[config.mk]
export PLATFORM = sky130hd
export DESIGN_NAME = stepper_command_fifo_driver_unit_flat
export DESIGN_NICKNAME = d
export VERILOG_FILES = /design/src/scfd_pkg.sv /design/src/scfd_cmd_if.sv /design/src/scfd_res_if.sv /design/src/scfd_cfg_if.sv /design/src/stepper_command_fifo_driver_unit.sv /design/src/scfd_queue.sv /design/src/flat_wrapper.sv
export SDC_FILE = /design/constraint.sdc
export NUM_CORES = 1
export LEC_CHECK = 0
export BUFFER_PORTS_ARGS = -buffer_cell sky130_fd_sc_hd__clkbuf_2
export CORE_ASPECT_RATIO = 1.1
export CORE_MARGIN = 4
export CORE_UTILIZATION = 66
export CTS_CLUSTER_DIAMETER = 40
export DETAILED_ROUTE_END_ITERATION = 16
export GPL_TIMING_DRIVEN = 0
export PLACE_DENSITY_LB_ADDON = 0.05
export SETUP_SLACK_MARGIN = 0.5
export SLEW_MARGIN = 20
export SYNTH_ARGS = -nofsm -noshare
export SYNTH_HDL_FRONTEND = slang
export SYNTH_HIERARCHICAL = 1
export SYNTH_SLANG_ARGS = --single-unit
[constraint.sdc]
create_clock -name clk -period 6.9 [get_ports clk]
set_input_delay 0.69 -clock clk [delete_from_list [all_inputs] [get_ports clk]]
set_output_delay 0.69 -clock clk [all_outputs]
set_load 0.01 [all_outputs]
[src/scfd_pkg.sv]
package scfd_pkg;

  // Item operation codes
  typedef enum logic [1:0] {
    OP_APPEND  = 2'd0,
    OP_TICK    = 2'd1,
    OP_RESTART = 2'd2
  } op_t;

  // Configuration register indexes
  localparam int unsigned CFG_INDEX_W = 8;
  localparam logic [CFG_INDEX_W-1:0] REG_HALT_ON_EMPTY      = 8'd0;
  localparam logic [CFG_INDEX_W-1:0] REG_LIMIT_STOP_AXIS0   = 8'd1;
  localparam logic [CFG_INDEX_W-1:0] REG_LIMIT_STOP_AXIS1   = 8'd2;
  localparam logic [CFG_INDEX_W-1:0] REG_LIMIT_INVERT_AXIS0 = 8'd3;
  localparam logic [CFG_INDEX_W-1:0] REG_LIMIT_INVERT_AXIS1 = 8'd4;

  localparam int unsigned FREE_SLOTS_W = 6;

  // Queue control from the sequencer
  typedef struct packed {
    logic push;
    logic pop;
  } queue_ctrl_t;

  // Queue status back to the sequencer
  typedef struct packed {
    logic full;
    logic empty;
    logic last_slot;
  } queue_status_t;

endpackage

[src/scfd_cmd_if.sv]
interface scfd_cmd_if;
  logic       valid;
  logic       ready;
  logic [1:0] op;
  logic [7:0] command_byte;
  logic       limit_pin0;
  logic       limit_pin1;

  modport source (output valid, output op, output command_byte, output limit_pin0,
                  output limit_pin1, input ready);
  modport sink (input valid, input op, input command_byte, input limit_pin0,
                input limit_pin1, output ready);
endinterface

[src/scfd_res_if.sv]
interface scfd_res_if;
  logic       valid;
  logic       ready;
  logic       step0;
  logic       dir0;
  logic       enable0_n;
  logic       step1;
  logic       dir1;
  logic       enable1_n;
  logic [5:0] free_slots;
  logic       append_accepted;
  logic       write_release;
  logic       underrun;
  logic       running;

  modport source (output valid, output step0, output dir0, output enable0_n,
                  output step1, output dir1, output enable1_n, output free_slots,
                  output append_accepted, output write_release, output underrun,
                  output running, input ready);
  modport sink (input valid, input step0, input dir0, input enable0_n,
                input step1, input dir1, input enable1_n, input free_slots,
                input append_accepted, input write_release, input underrun,
                input running, output ready);
endinterface

[src/scfd_cfg_if.sv]
interface scfd_cfg_if;
  logic       valid;
  logic       ready;
  logic [7:0] index;
  logic       wdata;

  modport source (output valid, output index, output wdata, input ready);
  modport sink (input valid, input index, input wdata, output ready);
endinterface

[src/stepper_command_fifo_driver_unit.sv]
// Two-axis step command queue. Append requests store a command byte in a queue of
// QUEUE_DEPTH bytes; tick requests pop one nibble (low nibble first) and drive both
// motors from it; a restart request resumes ticks after a stall. The block takes one
// request per clock cycle while its result register is free or being drained, and
// registers the result there for the next cycle; a new request is taken while the
// previous result is being taken, so requests can flow back to back. The queue memory
// is read ahead into a head register, so the pop path sees only registered data.
// Configuration is written through its own port, which is always ready, and should
// be written only while the block is idle.
module stepper_command_fifo_driver_unit #(
  parameter int unsigned QUEUE_DEPTH = 32
) (
  input logic        clk,
  input logic        rst,
  scfd_cmd_if.sink   cmd,
  scfd_res_if.source res,
  scfd_cfg_if.sink   cfg
);

  localparam int unsigned CW = $clog2(QUEUE_DEPTH+1);

  // Configuration registers
  logic halt_on_empty;
  logic limit_stop_axis0;
  logic limit_stop_axis1;
  logic limit_invert_axis0;
  logic limit_invert_axis1;

  // Sequencer state
  logic       upper_half;
  logic [1:0] direction_bits;
  logic [1:0] enable_bits_n;
  logic       tick_running;
  logic       upper_half_next;
  logic [1:0] direction_bits_next;
  logic [1:0] enable_bits_n_next;
  logic       tick_running_next;

  // Queue interface
  scfd_pkg::queue_ctrl_t   q_ctrl;
  scfd_pkg::queue_status_t q_status;
  logic [7:0]              q_head;
  logic [CW-1:0]           q_count;
  logic [CW-1:0]           count_after;
  logic [CW+5:0]           count_ext;

  // Per-request results
  logic       accept;
  logic [3:0] nibble;
  logic       freeze0;
  logic       freeze1;
  logic       step0_next;
  logic       step1_next;
  logic       accepted_next;
  logic       release_next;
  logic       underrun_next;
  logic       res_valid;

  assign cfg.ready = 1'b1;

  // Write configuration
  always_ff @(posedge clk) begin
    if (rst) begin
      halt_on_empty      <= 1'b0;
      limit_stop_axis0   <= 1'b0;
      limit_stop_axis1   <= 1'b0;
      limit_invert_axis0 <= 1'b0;
      limit_invert_axis1 <= 1'b0;
    end else if (cfg.valid) begin
      case (cfg.index)
        scfd_pkg::REG_HALT_ON_EMPTY:      halt_on_empty      <= cfg.wdata;
        scfd_pkg::REG_LIMIT_STOP_AXIS0:   limit_stop_axis0   <= cfg.wdata;
        scfd_pkg::REG_LIMIT_STOP_AXIS1:   limit_stop_axis1   <= cfg.wdata;
        scfd_pkg::REG_LIMIT_INVERT_AXIS0: limit_invert_axis0 <= cfg.wdata;
        scfd_pkg::REG_LIMIT_INVERT_AXIS1: limit_invert_axis1 <= cfg.wdata;
        default: ;
      endcase
    end
  end

  // Take a request when the result register is free or being drained
  assign cmd.ready = !res_valid || res.ready;
  assign accept    = cmd.valid && cmd.ready;

  assign nibble  = upper_half ? q_head[7:4] : q_head[3:0];
  assign freeze0 = (cmd.limit_pin0 ^ limit_invert_axis0) && limit_stop_axis0;
  assign freeze1 = (cmd.limit_pin1 ^ limit_invert_axis1) && limit_stop_axis1;

  // Decode the request and update motor state
  always_comb begin
    upper_half_next     = upper_half;
    direction_bits_next = direction_bits;
    enable_bits_n_next  = enable_bits_n;
    tick_running_next   = tick_running;
    q_ctrl              = '0;
    step0_next          = 1'b0;
    step1_next          = 1'b0;
    accepted_next       = 1'b0;
    release_next        = 1'b0;
    underrun_next       = 1'b0;
    if (accept) begin
      case (cmd.op)
        scfd_pkg::OP_APPEND: begin
          if (!q_status.full) begin
            q_ctrl.push   = 1'b1;
            accepted_next = !q_status.last_slot;
          end
        end
        scfd_pkg::OP_TICK: begin
          if (tick_running) begin
            if (!q_status.empty) begin
              q_ctrl.pop      = upper_half;
              release_next    = upper_half && q_status.full;
              upper_half_next = !upper_half;
              if (!freeze0) begin
                if (nibble[1]) begin
                  direction_bits_next[0] = nibble[0];
                  enable_bits_n_next[0]  = 1'b0;
                  step0_next             = 1'b1;
                end else begin
                  enable_bits_n_next[0] = !nibble[0];
                end
              end
              if (!freeze1) begin
                if (nibble[3]) begin
                  direction_bits_next[1] = nibble[2];
                  enable_bits_n_next[1]  = 1'b0;
                  step1_next             = 1'b1;
                end else begin
                  enable_bits_n_next[1] = !nibble[2];
                end
              end
            end else begin
              underrun_next = 1'b1;
              if (halt_on_empty) begin
                tick_running_next = 1'b0;
              end
            end
          end
        end
        scfd_pkg::OP_RESTART: begin
          tick_running_next = 1'b1;
        end
        default: ;
      endcase
    end
  end

  // Free count as seen after this request, masked to the result width
  always_comb begin
    count_after = q_count;
    if (q_ctrl.push) begin
      count_after = q_count - CW'(1);
    end else if (q_ctrl.pop) begin
      count_after = q_count + CW'(1);
    end
    count_ext = {6'b0, count_after};
  end

  scfd_queue #(
    .DEPTH(QUEUE_DEPTH)
  ) u_queue (
    .clk     (clk),
    .rst     (rst),
    .ctrl    (q_ctrl),
    .wr_byte (cmd.command_byte),
    .head    (q_head),
    .count   (q_count),
    .status  (q_status)
  );

  // Hold sequencer state
  always_ff @(posedge clk) begin
    if (rst) begin
      upper_half     <= 1'b0;
      direction_bits <= 2'b00;
      enable_bits_n  <= 2'b11;
      tick_running   <= 1'b1;
    end else begin
      upper_half     <= upper_half_next;
      direction_bits <= direction_bits_next;
      enable_bits_n  <= enable_bits_n_next;
      tick_running   <= tick_running_next;
    end
  end

  // Result valid: set on a request, drop when taken
  always_ff @(posedge clk) begin
    if (rst) begin
      res_valid <= 1'b0;
    end else if (accept) begin
      res_valid <= 1'b1;
    end else if (res.ready) begin
      res_valid <= 1'b0;
    end
  end

  // Result payload
  always_ff @(posedge clk) begin
    if (accept) begin
      res.step0           <= step0_next;
      res.dir0            <= direction_bits_next[0];
      res.enable0_n       <= enable_bits_n_next[0];
      res.step1           <= step1_next;
      res.dir1            <= direction_bits_next[1];
      res.enable1_n       <= enable_bits_n_next[1];
      res.free_slots      <= count_ext[scfd_pkg::FREE_SLOTS_W-1:0];
      res.append_accepted <= accepted_next;
      res.write_release   <= release_next;
      res.underrun        <= underrun_next;
      res.running         <= tick_running_next;
    end
  end

  assign res.valid = res_valid;

endmodule

[src/scfd_queue.sv]
module scfd_queue #(
  parameter int unsigned DEPTH = 32
) (
  input  logic                       clk,
  input  logic                       rst,
  input  scfd_pkg::queue_ctrl_t      ctrl,
  input  logic [7:0]                 wr_byte,
  output logic [7:0]                 head,
  output logic [$clog2(DEPTH+1)-1:0] count,
  output scfd_pkg::queue_status_t    status
);

  localparam int unsigned AW = $clog2(DEPTH);
  localparam int unsigned CW = $clog2(DEPTH+1);

  logic [7:0]    mem [DEPTH];
  logic [AW-1:0] read_slot;
  logic [AW-1:0] write_slot;
  logic [AW-1:0] read_slot_next;
  logic [AW-1:0] write_slot_next;
  logic [CW-1:0] count_next;

  function automatic logic [AW-1:0] wrap_inc(input logic [AW-1:0] p);
    return (p == AW'(DEPTH-1)) ? '0 : p + AW'(1);
  endfunction

  // Advance pointers and free count
  always_comb begin
    read_slot_next  = ctrl.pop ? wrap_inc(read_slot) : read_slot;
    write_slot_next = ctrl.push ? wrap_inc(write_slot) : write_slot;
    count_next      = count;
    if (ctrl.push) begin
      count_next = count - CW'(1);
    end else if (ctrl.pop) begin
      count_next = count + CW'(1);
    end
  end

  always_ff @(posedge clk) begin
    if (rst) begin
      read_slot  <= '0;
      write_slot <= '0;
      count      <= CW'(DEPTH);
    end else begin
      read_slot  <= read_slot_next;
      write_slot <= write_slot_next;
      count      <= count_next;
    end
  end

  // Store bytes and read ahead at the next head slot, bypassing a same-slot write
  always_ff @(posedge clk) begin
    if (ctrl.push) begin
      mem[write_slot] <= wr_byte;
    end
    if (ctrl.push && (write_slot == read_slot_next)) begin
      head <= wr_byte;
    end else begin
      head <= mem[read_slot_next];
    end
  end

  assign status.full      = (count == '0);
  assign status.empty     = (count == CW'(DEPTH));
  assign status.last_slot = (count == CW'(1));

endmodule

[src/flat_wrapper.sv]
// flat-port wrapper written by rule: the top's interface ports become plain ports
module stepper_command_fifo_driver_unit_flat 
#(
  parameter int unsigned QUEUE_DEPTH = 32
)
  (clk, rst, cmd_valid, cmd_op, cmd_command_byte, cmd_limit_pin0, cmd_limit_pin1, cmd_ready, res_valid, res_step0, res_dir0, res_enable0_n, res_step1, res_dir1, res_enable1_n, res_free_slots, res_append_accepted, res_write_release, res_underrun, res_running, res_ready, cfg_valid, cfg_index, cfg_wdata, cfg_ready);
  scfd_cmd_if cmd_i ();
  scfd_res_if res_i ();
  scfd_cfg_if cfg_i ();
  input logic clk;
  input logic rst;
  input wire logic [$bits(cmd_i.valid)-1:0] cmd_valid;
  input wire logic [$bits(cmd_i.op)-1:0] cmd_op;
  input wire logic [$bits(cmd_i.command_byte)-1:0] cmd_command_byte;
  input wire logic [$bits(cmd_i.limit_pin0)-1:0] cmd_limit_pin0;
  input wire logic [$bits(cmd_i.limit_pin1)-1:0] cmd_limit_pin1;
  output wire logic [$bits(cmd_i.ready)-1:0] cmd_ready;
  output wire logic [$bits(res_i.valid)-1:0] res_valid;
  output wire logic [$bits(res_i.step0)-1:0] res_step0;
  output wire logic [$bits(res_i.dir0)-1:0] res_dir0;
  output wire logic [$bits(res_i.enable0_n)-1:0] res_enable0_n;
  output wire logic [$bits(res_i.step1)-1:0] res_step1;
  output wire logic [$bits(res_i.dir1)-1:0] res_dir1;
  output wire logic [$bits(res_i.enable1_n)-1:0] res_enable1_n;
  output wire logic [$bits(res_i.free_slots)-1:0] res_free_slots;
  output wire logic [$bits(res_i.append_accepted)-1:0] res_append_accepted;
  output wire logic [$bits(res_i.write_release)-1:0] res_write_release;
  output wire logic [$bits(res_i.underrun)-1:0] res_underrun;
  output wire logic [$bits(res_i.running)-1:0] res_running;
  input wire logic [$bits(res_i.ready)-1:0] res_ready;
  input wire logic [$bits(cfg_i.valid)-1:0] cfg_valid;
  input wire logic [$bits(cfg_i.index)-1:0] cfg_index;
  input wire logic [$bits(cfg_i.wdata)-1:0] cfg_wdata;
  output wire logic [$bits(cfg_i.ready)-1:0] cfg_ready;
  assign cmd_i.valid = cmd_valid;
  assign cmd_i.op = cmd_op;
  assign cmd_i.command_byte = cmd_command_byte;
  assign cmd_i.limit_pin0 = cmd_limit_pin0;
  assign cmd_i.limit_pin1 = cmd_limit_pin1;
  assign cmd_ready = cmd_i.ready;
  assign res_valid = res_i.valid;
  assign res_step0 = res_i.step0;
  assign res_dir0 = res_i.dir0;
  assign res_enable0_n = res_i.enable0_n;
  assign res_step1 = res_i.step1;
  assign res_dir1 = res_i.dir1;
  assign res_enable1_n = res_i.enable1_n;
  assign res_free_slots = res_i.free_slots;
  assign res_append_accepted = res_i.append_accepted;
  assign res_write_release = res_i.write_release;
  assign res_underrun = res_i.underrun;
  assign res_running = res_i.running;
  assign res_i.ready = res_ready;
  assign cfg_i.valid = cfg_valid;
  assign cfg_i.index = cfg_index;
  assign cfg_i.wdata = cfg_wdata;
  assign cfg_ready = cfg_i.ready;
  stepper_command_fifo_driver_unit #(.QUEUE_DEPTH(QUEUE_DEPTH)) u_core (.clk(clk), .rst(rst), .cmd(cmd_i), .res(res_i), .cfg(cfg_i));
endmodule
==> impl_metrics.yaml, run 1 <==
die:
  die_area_um2: 21180
  num_rows: 52
  die_w_um: 139.1
  core-area_um2: 18480
  io_pins: 45
  fp.dieH_um: 152.2
  initial_core_util: 0.6754
logic_synthesis:
  synth.distinct_cells: 56
  ys.flop_type: "edfxtp_1"
  postSynthCellCount: 663
  ys_seq_area_frac: 0.7074
  synth_top_cell_by_area: "edfxtp_1"
  avgSynthCellArea_um2: 18.82
  synth_top_area_frac: 0.6544
  async_flop_share: 0
  synth_most_common_cell: "edfxtp_1"
  synth_edf_count: 272
  syn_nets: 705
  synthTopCellsByArea: "edfxtp_1, mux4_2, dfxtp_1"
  synth_seq_cells: 305
  syn_area_um2: 12480
  ys_top_cells_by_count: "edfxtp_1, mux4_2, nor2_1"
  yosysWarnings: 6
finish:
  seq_area_um2: 8828
  n_antenna_cell: 0
  final_area_um2: 14250
  layout-drive-gt1-share: 0.3009
  nets: 786
  area_growth_pct: 14.18
  fillCellCount: 1017
  multi_input_area_um2: 3496
setup_path:
  worstPathArrival_ns: 4.17
  path_delay_family: "simple AND/OR/NAND/NOR gates"
  cp-end-kind: "flip-flop"
  path_depth: 11
  critical_path_buf_inv_count: 4
  crit_start: "u_core/u_queue/count[1]"
  crit_chain: "inv_1 -> ha_1 -> nand2_1 -> nor3_1 -> nor2b_1 -> nand3_1 -> inv_1 -> clkbuf_1 -> buf_1 -> nand3_1 -> nor2_1"
  ff2ff_path_depth: 11
  setup.worst_path.start_class: "flip-flop"
  max_stage_delay_ns: 0.73
  critPathKind: "flip-flop to flip-flop"
  required_ns: 7.04
  r2r-start: "u_core/u_queue/count[1]"
  slowest_stage: "nor2_1"
  worstPathMaxFanout: 11
route:
  wl_per_cell_um: 25.30
  drt_iter0_drc: 628
  first_pass_iters: 5
  drt_wl_total_um: 25650
  viasPerCell: 6.420
  drcViolationCount: 0
  drt.antenna.violating_nets: 0
  vias: 6510
clocking:
  cts_buffer_depth: 3
  numCtsBuffers: 35
  cts_tree: "done"
  post_cts_buffers: 0
  postCtsHoldBufs: 0
  clk_pin_slew_ns: 0.06
  clock_latency_ns: 0.52
  cts-root-buf: "clkbuf_16"
  htree_levels: 2
  cts_resized: 0
  cts.sinks: 305
pwr:
  power_switching_uw: 833.7
  p_seq_frac: 0.508
  leakagePower_uw: 0.004689
  switching_share: 0.2079
  vdd_drop_max_mv: 0.2453
  p_int_uw: 3176
  power_density_nw_per_um2: 281.4
  combPwrFrac: 0.032
  p_clk_frac: 0.460
global_route:
  grt_pass1_vias: 6775
  grt_pass1_wl_um: 39980
  antenna_found_initial: 0
  grt_max_degree: 33
  grt_use_total: 0.2490
  overflow: 0
timing:
  worst_slew_pin_slew_ns: 0.8824
  hold_viol_final: 0
  fmax_ghz: 0.2480
  clock_skew_ns: 0.01619
  slew-limit-headroom: 0.4096
  slew_viol_final: 0
  setup_viol: 0
  period_needed_ns: 4.032
  fin_crit_sh: 0.5843
  rsz0062_at_grt: "no"
  fin_setup_tns_ns: 0
worst_hold_path:
  min_path_cells: 2
  min_path_type: "primary input to flip-flop"
  min_from: "rst"
status:
  status: "completed"
placed_design:
  hpwl_um: 16510
  dpl_cell_area_um2: 13070
  gp_congestion: 0.8598
  port_buffers: 43
run:
  cap_violations: 0
==> power groups by stage <==
stage | logic [uW] | clock network [uW] | registers (uW)
6_report | 127 | 1850 | 2040
3_3_place_gp | 118 | 0 | 2070
5_1_grt | 139 | 1970 | 2040
2_1_floorplan | 64.4 | 0 | 2080
4_1_cts | 127 | 1880 | 2040
3_5_place_dp | 125 | 0 | 2080
==> metrics by stage <==
| stage | util | worst slack, ns | hold slack [ns] | std cells | total power [uW] |
|---|---|---|---|---|---|
| 3_5_place_dp | 0.7071 | 2.978 | 0.5104 | 950 | 2201 |
| 3_3_place_gp | 0.7035 | 2.783 | 0.4860 | 949 | 2193 |
| 5_1_grt | 0.7712 | 2.587 | 0.4649 | 1014 | 4149 |
| 4_1_cts | 0.7709 | 2.949 | 0.4396 | 1014 | 4047 |
| 6_report | 0.7712 | 2.868 | 0.4585 | 1014 | 4010 |
| 2_1_floorplan | - | 3.771 | 0.4643 | 663 | 2141 |
==> logic make-up after synthesis <==
group,Yosys count,synth area share
AO/OA/AOI/OAI,37,0.02256
flip-flops,305,0.7074
buffers and inverters,48,0.01784
adder cells (fa/ha/maj),16,0.01604
other,1,0.0003005
AND/OR/NAND/NOR,139,0.06165
XOR/XNOR,12,0.008421
multiplexers,105,0.1658
==> layout make-up <==
class | instances | area share
sequential | 305 | 0.6195
multi-input combinational | 310 | 0.2453
clock buffer | 37 | 0.06199
tap | 243 | 0.02134
clock inverter | 27 | 0.02072
timing repair buffer | 44 | 0.01545
buffer | 30 | 0.01089
inverter | 18 | 0.004741
==> placed cells by master, fill, tap and decap left out, types with 4 or more instances in the layout <==
master and count:
a21o_1 4, a21oi_1 7, and2_1 6, and3_1 7, buf_1 9, buf_4 7, bufinv_16 4, clkbuf_1 13
clkbuf_16 35, clkbuf_2 43, clkinv_2 5, clkinv_4 4, dfxtp_1 33, edfxtp_1 272, ha_1 16, inv_1 16
inv_6 7, mux2_2 14, mux2i_1 11, mux4_2 80, nand2_1 15, nand2b_1 7, nand3_1 10, nand4_1 8
nor2_1 40, nor2b_1 6, nor3_2 13, o21ai_0 7, xnor2_1 4, xor2_1 8
==> flip-flops by register name, indices dropped and copies added, names as in the netlist, 2 cells and up, named ones only <==
signal / flops
u_core/u_queue/read_slot: 5
u_core/res.free_slots: 6
u_core/direction_bits: 2
u_core/u_queue/write_slot: 5
u_core/enable_bits_n: 2
u_core/u_queue/count: 6
u_core/u_queue/mem: 256
==> final timing paths <==
kind	endpoint	slack [ns]
min reg2reg	flip-flop	0.52
min	u_core/u_queue/count[1]	0.46
max reg2reg	u_core/u_queue/mem[27][2]	2.87
max	u_core/u_queue/mem[27][2]	2.87
==> per-layer routing <==
layer	GRT usage	wire [um]	vias up
met5	0	0	-
met4	0.06710	594	0
met3	0.04959	2112	46
met1	0.3397	9807	3321
met2	0.4193	13140	308
li1	-	-	2835
(Power assumes the default switching activity.)
==> inputs of run 2 (changes only) <==
CORE_UTILIZATION = 56   (was 66)
clock period = 3.4 ns   (was 6.9 ns; I/O delays follow)
==> run 2 against run 1 <==
Via count grew 2.4%; core utilization shrank 8.1 points; combinational power grew 120%; final cell count grew 8.3%; die area grew 17%; sequential share of layout area shrank 3.9 points; maximum frequency grew 38%; clock skew shrank 0.0034 ns; non-clock buffer count grew 26; critical path type unchanged; largest cell class unchanged.
==> impl_metrics.yaml, run 2 (synthesized netlist as in run 1, its figures left out) <==
timing:
  setup_viol: 0
  clock_skew_ns: 0.01282
  hold_viol_final: 0
  fin_crit_sh: 0.8616
  worst_slew_pin_slew_ns: 0.7785
  fmax_ghz: 0.3414
  timing.final.ws_setup_ns: 0.4706
  slew_viol_final: 0
  slew-limit-headroom: 0.4810
  rsz0062_at_grt: "yes"
  period_needed_ns: 2.929
clocking:
  htree_levels: 2
  cts_buffer_depth: 3
  cts.sinks: 305
  clk_pin_slew_ns: 0.05
  cts_tree: "done"
  numCtsBuffers: 38
  cts-root-buf: "clkbuf_16"
  postCtsHoldBufs: 0
  clock_latency_ns: 0.51
route:
  drt_iter0_drc: 564
  first_pass_iters: 5
  wl_per_cell_um: 24.24
  drt_wl_total_um: 26620
  vias: 6665
  drcViolationCount: 0
  viasPerCell: 6.070
  drt.antenna.violating_nets: 0
setup_path:
  setup.worst_path.start_class: "flip-flop"
  critPathKind: "flip-flop to flip-flop"
  worstPathMaxFanout: 10
  ff2ff_path_depth: 9
  r2r_slack_ns: 0.47
  worstPathArrival_ns: 3.19
  required_ns: 3.66
  cp-end-kind: "flip-flop"
run:
  cap_violations: 0
global_route:
  overflow: 0
  grt_use_total: 0.2211
  antenna_found_initial: 0
  grt_pass1_vias: 6653
  grt_max_degree: 33
  grt_pass1_wl_um: 40300
worst_hold_path:
  min_path_cells: 2
  min_from: "rst"
  min_path_type: "primary input to flip-flop"
pwr:
  vdd_drop_max_mv: 0.5166
  finalPower_uw: 8485
  leakagePower_uw: 0.005034
  power_density_nw_per_um2: 557.6
die:
  num_rows: 57
  initial_core_util: 0.5663
  die_area_um2: 24740
  fp.dieH_um: 164.6
  io_pins: 45
  die_w_um: 150.3
  core-area_um2: 22040
finish:
  final_cell_mix: "edfxtp_1, mux4_2, clkbuf_2, clkbuf_16, dfxtp_1"
  n_antenna_cell: 0
  nets: 815
  layout-drive-gt1-share: 0.3786
  area_growth_pct: 21.92
  largest_register_ffs: 256
  reg.largest.list: "u_core/u_queue/mem (256), u_core/res.free_slots (6), u_core/u_queue/count (6)"
  top_register: "u_core/u_queue/mem"
  final_common_cell: "edfxtp_1"
  stdcell_count: 1098
placed_design:
  gp_congestion: 0.8936
  hpwl_um: 17180
  dp_cells: 1001
  port_buffers: 43
  dp_slack_ns: -0.5283
status:
  status: "completed"
run 2: cell count changes in the layout (fill, tap and decap cells not counted), sizes merged:
cell | previous run | this run
buf | 20 | 46
clkbuf | 91 | 100
clkinv | 13 | 12
clkinvlp | 2 | 5
inv | 26 | 21
run 2: layout make-up:
class                           instances  area, um^2
Clock buffer                           46        1066
Inverter                               18       67.56
Sequential cell                       305        8835
Multi-Input combinational cell        310        3757
Clock inverter                         24       245.2
Timing Repair Buffer                   70       606.8
Fill cell                            1398        6820
Tap cell                              295       369.1
Buffer                                 30       270.3
run 2: worst paths after layout:
path	end
min reg2reg	flip-flop
max	u_core/res.dir0
max reg2reg	u_core/res.dir0
min	u_core/u_queue/count[1]
run 2: metal layers:
layer  up-vias  global-route usage  wire length (um)
li1       2905                   -                 -
met1      3488              0.3114             11010
met2       232              0.3673             13520
met3        40             0.03375              1514
met4         0             0.05865               572
met5         -                   0                 0
run 2: timing repair:
action	4_1_cts	5_1_grt
resized for setup	90	18
cloned	2	0
buffers inserted	9	16
pin swaps	6	6
setup endpoints to repair	272	222
run 2: stage by stage:
step           hold WS, ns  TNS [ns]    util  instance area (um^2)
3_3_place_gp        0.4894    -87.79  0.5934                 13080
5_1_grt            0.05538         0  0.6905                 15220
6_report           0.05121         0  0.6905                 15220
2_1_floorplan       0.4185         0       -                 12490
4_1_cts            0.04657         0  0.6766                 14910
3_5_place_dp        0.5021    -68.81  0.5959                 13130
run 2: where the power goes:
group / switching (uW) / total (uW) / internal [uW]
Clock: 1510 / 4070 / 2550
Sequential: 21.3 / 4130 / 4110
Combinational: 176 / 283 / 108
Total: 1710 / 8490 / 6770
run 2: worst max-delay path, cell delays in order, from the launching register on:
cell     delay (ns)
dfxtp_4        0.39
buf_12         0.15
buf_8          0.18
mux4_2         0.55
mux4_2         0.52
mux2_2         0.31
mux2i_2        0.19
a21oi_2        0.07
a21o_1         0.20
o21a_1         0.11
==> inputs of run 3 (changes only) <==
CORE_UTILIZATION = 61   (was 56)
SETUP_SLACK_MARGIN = 0.3   (was 0.5)
clock period = 3.27 ns   (was 3.4 ns; I/O delays follow)
==> run 3 against run 2 <==
Sequential power is 4% higher; die area is 7.8% lower; largest cell class unchanged; critical path type unchanged; final cell count is 5.1% lower.
==> impl_metrics.yaml, run 3 (synthesized netlist as in run 1, its figures left out) <==
status:
  status: "completed"
route:
  drt_iter0_drc: 560
  viasPerCell: 6.266
  vias: 6529
  drt_wl_total_um: 24920
  drcViolationCount: 0
  wl_per_cell_um: 23.91
  first_pass_iters: 5
  drt.antenna.violating_nets: 0
setup_path:
  critical_path_buf_inv_count: 2
  setup.worst_path.start_class: "flip-flop"
  worstPathMaxFanout: 10
  crit_chain: "buf_12 -> buf_12 -> mux4_2 -> mux4_2 -> mux2_4 -> mux2i_2 -> a21oi_2 -> a21o_1 -> o21a_1"
  ff2ff_path_depth: 9
  worstPathArrival_ns: 3.19
  path_delay_family: "multiplexers"
  slowest_stage: "mux4_2"
  path_depth: 9
  max_stage_delay_ns: 0.56
  required_ns: 3.53
  timing.rr.end: "u_core/res.dir0"
  critPathKind: "flip-flop to flip-flop"
  r2r_slack_ns: 0.34
  cp-end-kind: "flip-flop"
finish:
  postLayoutCoreUtil: 0.7384
  final_cell_mix: "edfxtp_1, mux4_2, clkbuf_2, clkbuf_16, dfxtp_1"
  n_antenna_cell: 0
  reg.largest.list: "u_core/u_queue/mem (256), u_core/res.free_slots (6), u_core/u_queue/count (6)"
  layout-drive-gt1-share: 0.3620
  area_growth_pct: 18.33
  final_common_cell: "edfxtp_1"
  top_register: "u_core/u_queue/mem"
  nets: 805
  stdcell_count: 1042
  largest_register_ffs: 256
placed_design:
  dp_slack_ns: -0.7550
  hpwl_um: 16320
  port_buffers: 43
  gp_congestion: 0.9172
  dp_cells: 958
die:
  core-area_um2: 20000
  die_area_um2: 22810
  initial_core_util: 0.6241
  die_w_um: 144.4
  num_rows: 54
  io_pins: 45
  fp.dieH_um: 158.0
clocking:
  cts_buffer_depth: 3
  clk_pin_slew_ns: 0.05
  cts_tree: "done"
  clock_latency_ns: 0.52
  htree_levels: 2
  cts-root-buf: "clkbuf_16"
  cts.sinks: 305
  postCtsHoldBufs: 0
  numCtsBuffers: 36
timing:
  fin_setup_tns_ns: 0
  slew-limit-headroom: 0.1732
  clock_skew_ns: 0.02213
  rsz0062_at_grt: "no"
  hold_viol_final: 0
  timing.final.ws_setup_ns: 0.3386
  fmax_ghz: 0.3411
  worst_slew_pin_slew_ns: 1.240
  period_needed_ns: 2.931
  setup_viol: 0
  slew_viol_final: 0
  fin_crit_sh: 0.8964
run:
  cap_violations: 0
worst_hold_path:
  hold_end: "u_core/u_queue/count[1]"
  min_path_cells: 2
  min_from: "rst"
  min_path_type: "primary input to flip-flop"
pwr:
  p_int_uw: 6644
  leakagePower_uw: 0.004854
  vdd_drop_max_mv: 0.5085
  switching_share: 0.2041
  finalPower_uw: 8348
  p_clk_frac: 0.452
  combPwrFrac: 0.033
  power_switching_uw: 1704
  p_seq_frac: 0.515
  power_density_nw_per_um2: 565.3
global_route:
  antenna_found_initial: 0
  grt_use_total: 0.2252
  grt_pass1_wl_um: 37930
  grt_max_degree: 33
  grt_pass1_vias: 6515
  overflow: 0
==> run 3: cell count changes in the layout (fill, tap and decap cells not counted), moves of 3 or more <==
cell        before  now
clkbuf_16       42   38
clkinv_8         0    3
buf_4           18   22
mux2_2           5   13
clkbuf_4         4    1
clkbuf_1        10   14
buf_12          17    8
mux2_4           9    1
clkinvlp_4       5    2
==> run 3: what timing repair did <==
action / in CTS / in global routing
setup buffers: 1 / 16
endpoints found under the setup margin: 272 / 207
cloned: 0 / 2
pin swaps: 2 / 1
gates resized for setup: 74 / 23
hold endpoints to repair: 0 / 0
==> run 3: layer usage <==
layer	wire, um	global-route usage	up-vias
li1	-	-	2881
met1	10330	0.3134	3392
met2	12730	0.3767	221
met3	1354	0.04018	35
met4	500	0.05731	0
met5	0	0	-
==> run 3: through the flow <==
| stage | hold slack, ns | instance area (um^2) |
|---|---|---|
| 5_1_grt | 0.08048 | 14770 |
| 3_5_place_dp | 0.4921 | 13070 |
| 3_3_place_gp | 0.4910 | 13020 |
| 2_1_floorplan | 0.4055 | 12490 |
| 4_1_cts | 0.07461 | 14520 |
| 6_report | 0.07526 | 14770 |
==> run 3: worst register-to-register path, delay by kind of cell, from the launching register on <==
family / cells / cell delay [ns]
flip-flops: 1 / 0.37
AO/OA/AOI/OAI: 3 / 0.38
buffers and inverters: 2 / 0.32
multiplexers: 4 / 1.61
==> run 3: power by group through the flow <==
| stage | Sequential (uW) | Combinational (uW) | Clock (uW) |
|---|---|---|---|
| after CTS | 4300 | 270 | 3850 |
| after floorplan | 4380 | 136 | 0 |
| after detailed placement | 4380 | 264 | 0 |
| final | 4300 | 277 | 3770 |
| after global routing | 4300 | 304 | 4050 |
| after global placement | 4380 | 251 | 0 |
==> run 3: final cells by class <==
type | count | area, um^2
repair buffers | 62 | 417.9
inverters | 18 | 67.56
multi-input cells | 310 | 3701
fillers | 1156 | 5231
clock buffers | 45 | 954.7
plain buffers | 30 | 270.3
well taps | 252 | 315.3
flip-flops and latches | 305 | 8835
clock inverters | 20 | 206.4
==> run 3: worst max path at each step <==
stage	endpoint	slack [ns]
after floorplan	u_core/u_queue/mem[23][0]	0.36
after global placement	u_core/u_queue/mem[4][2]	-0.61
after detailed placement	u_core/u_queue/mem[27][2]	-0.76
after CTS	u_core/u_queue/mem[11][1]	0.28
after global routing	u_core/res.dir1	0.30
final	u_core/res.dir0	0.34
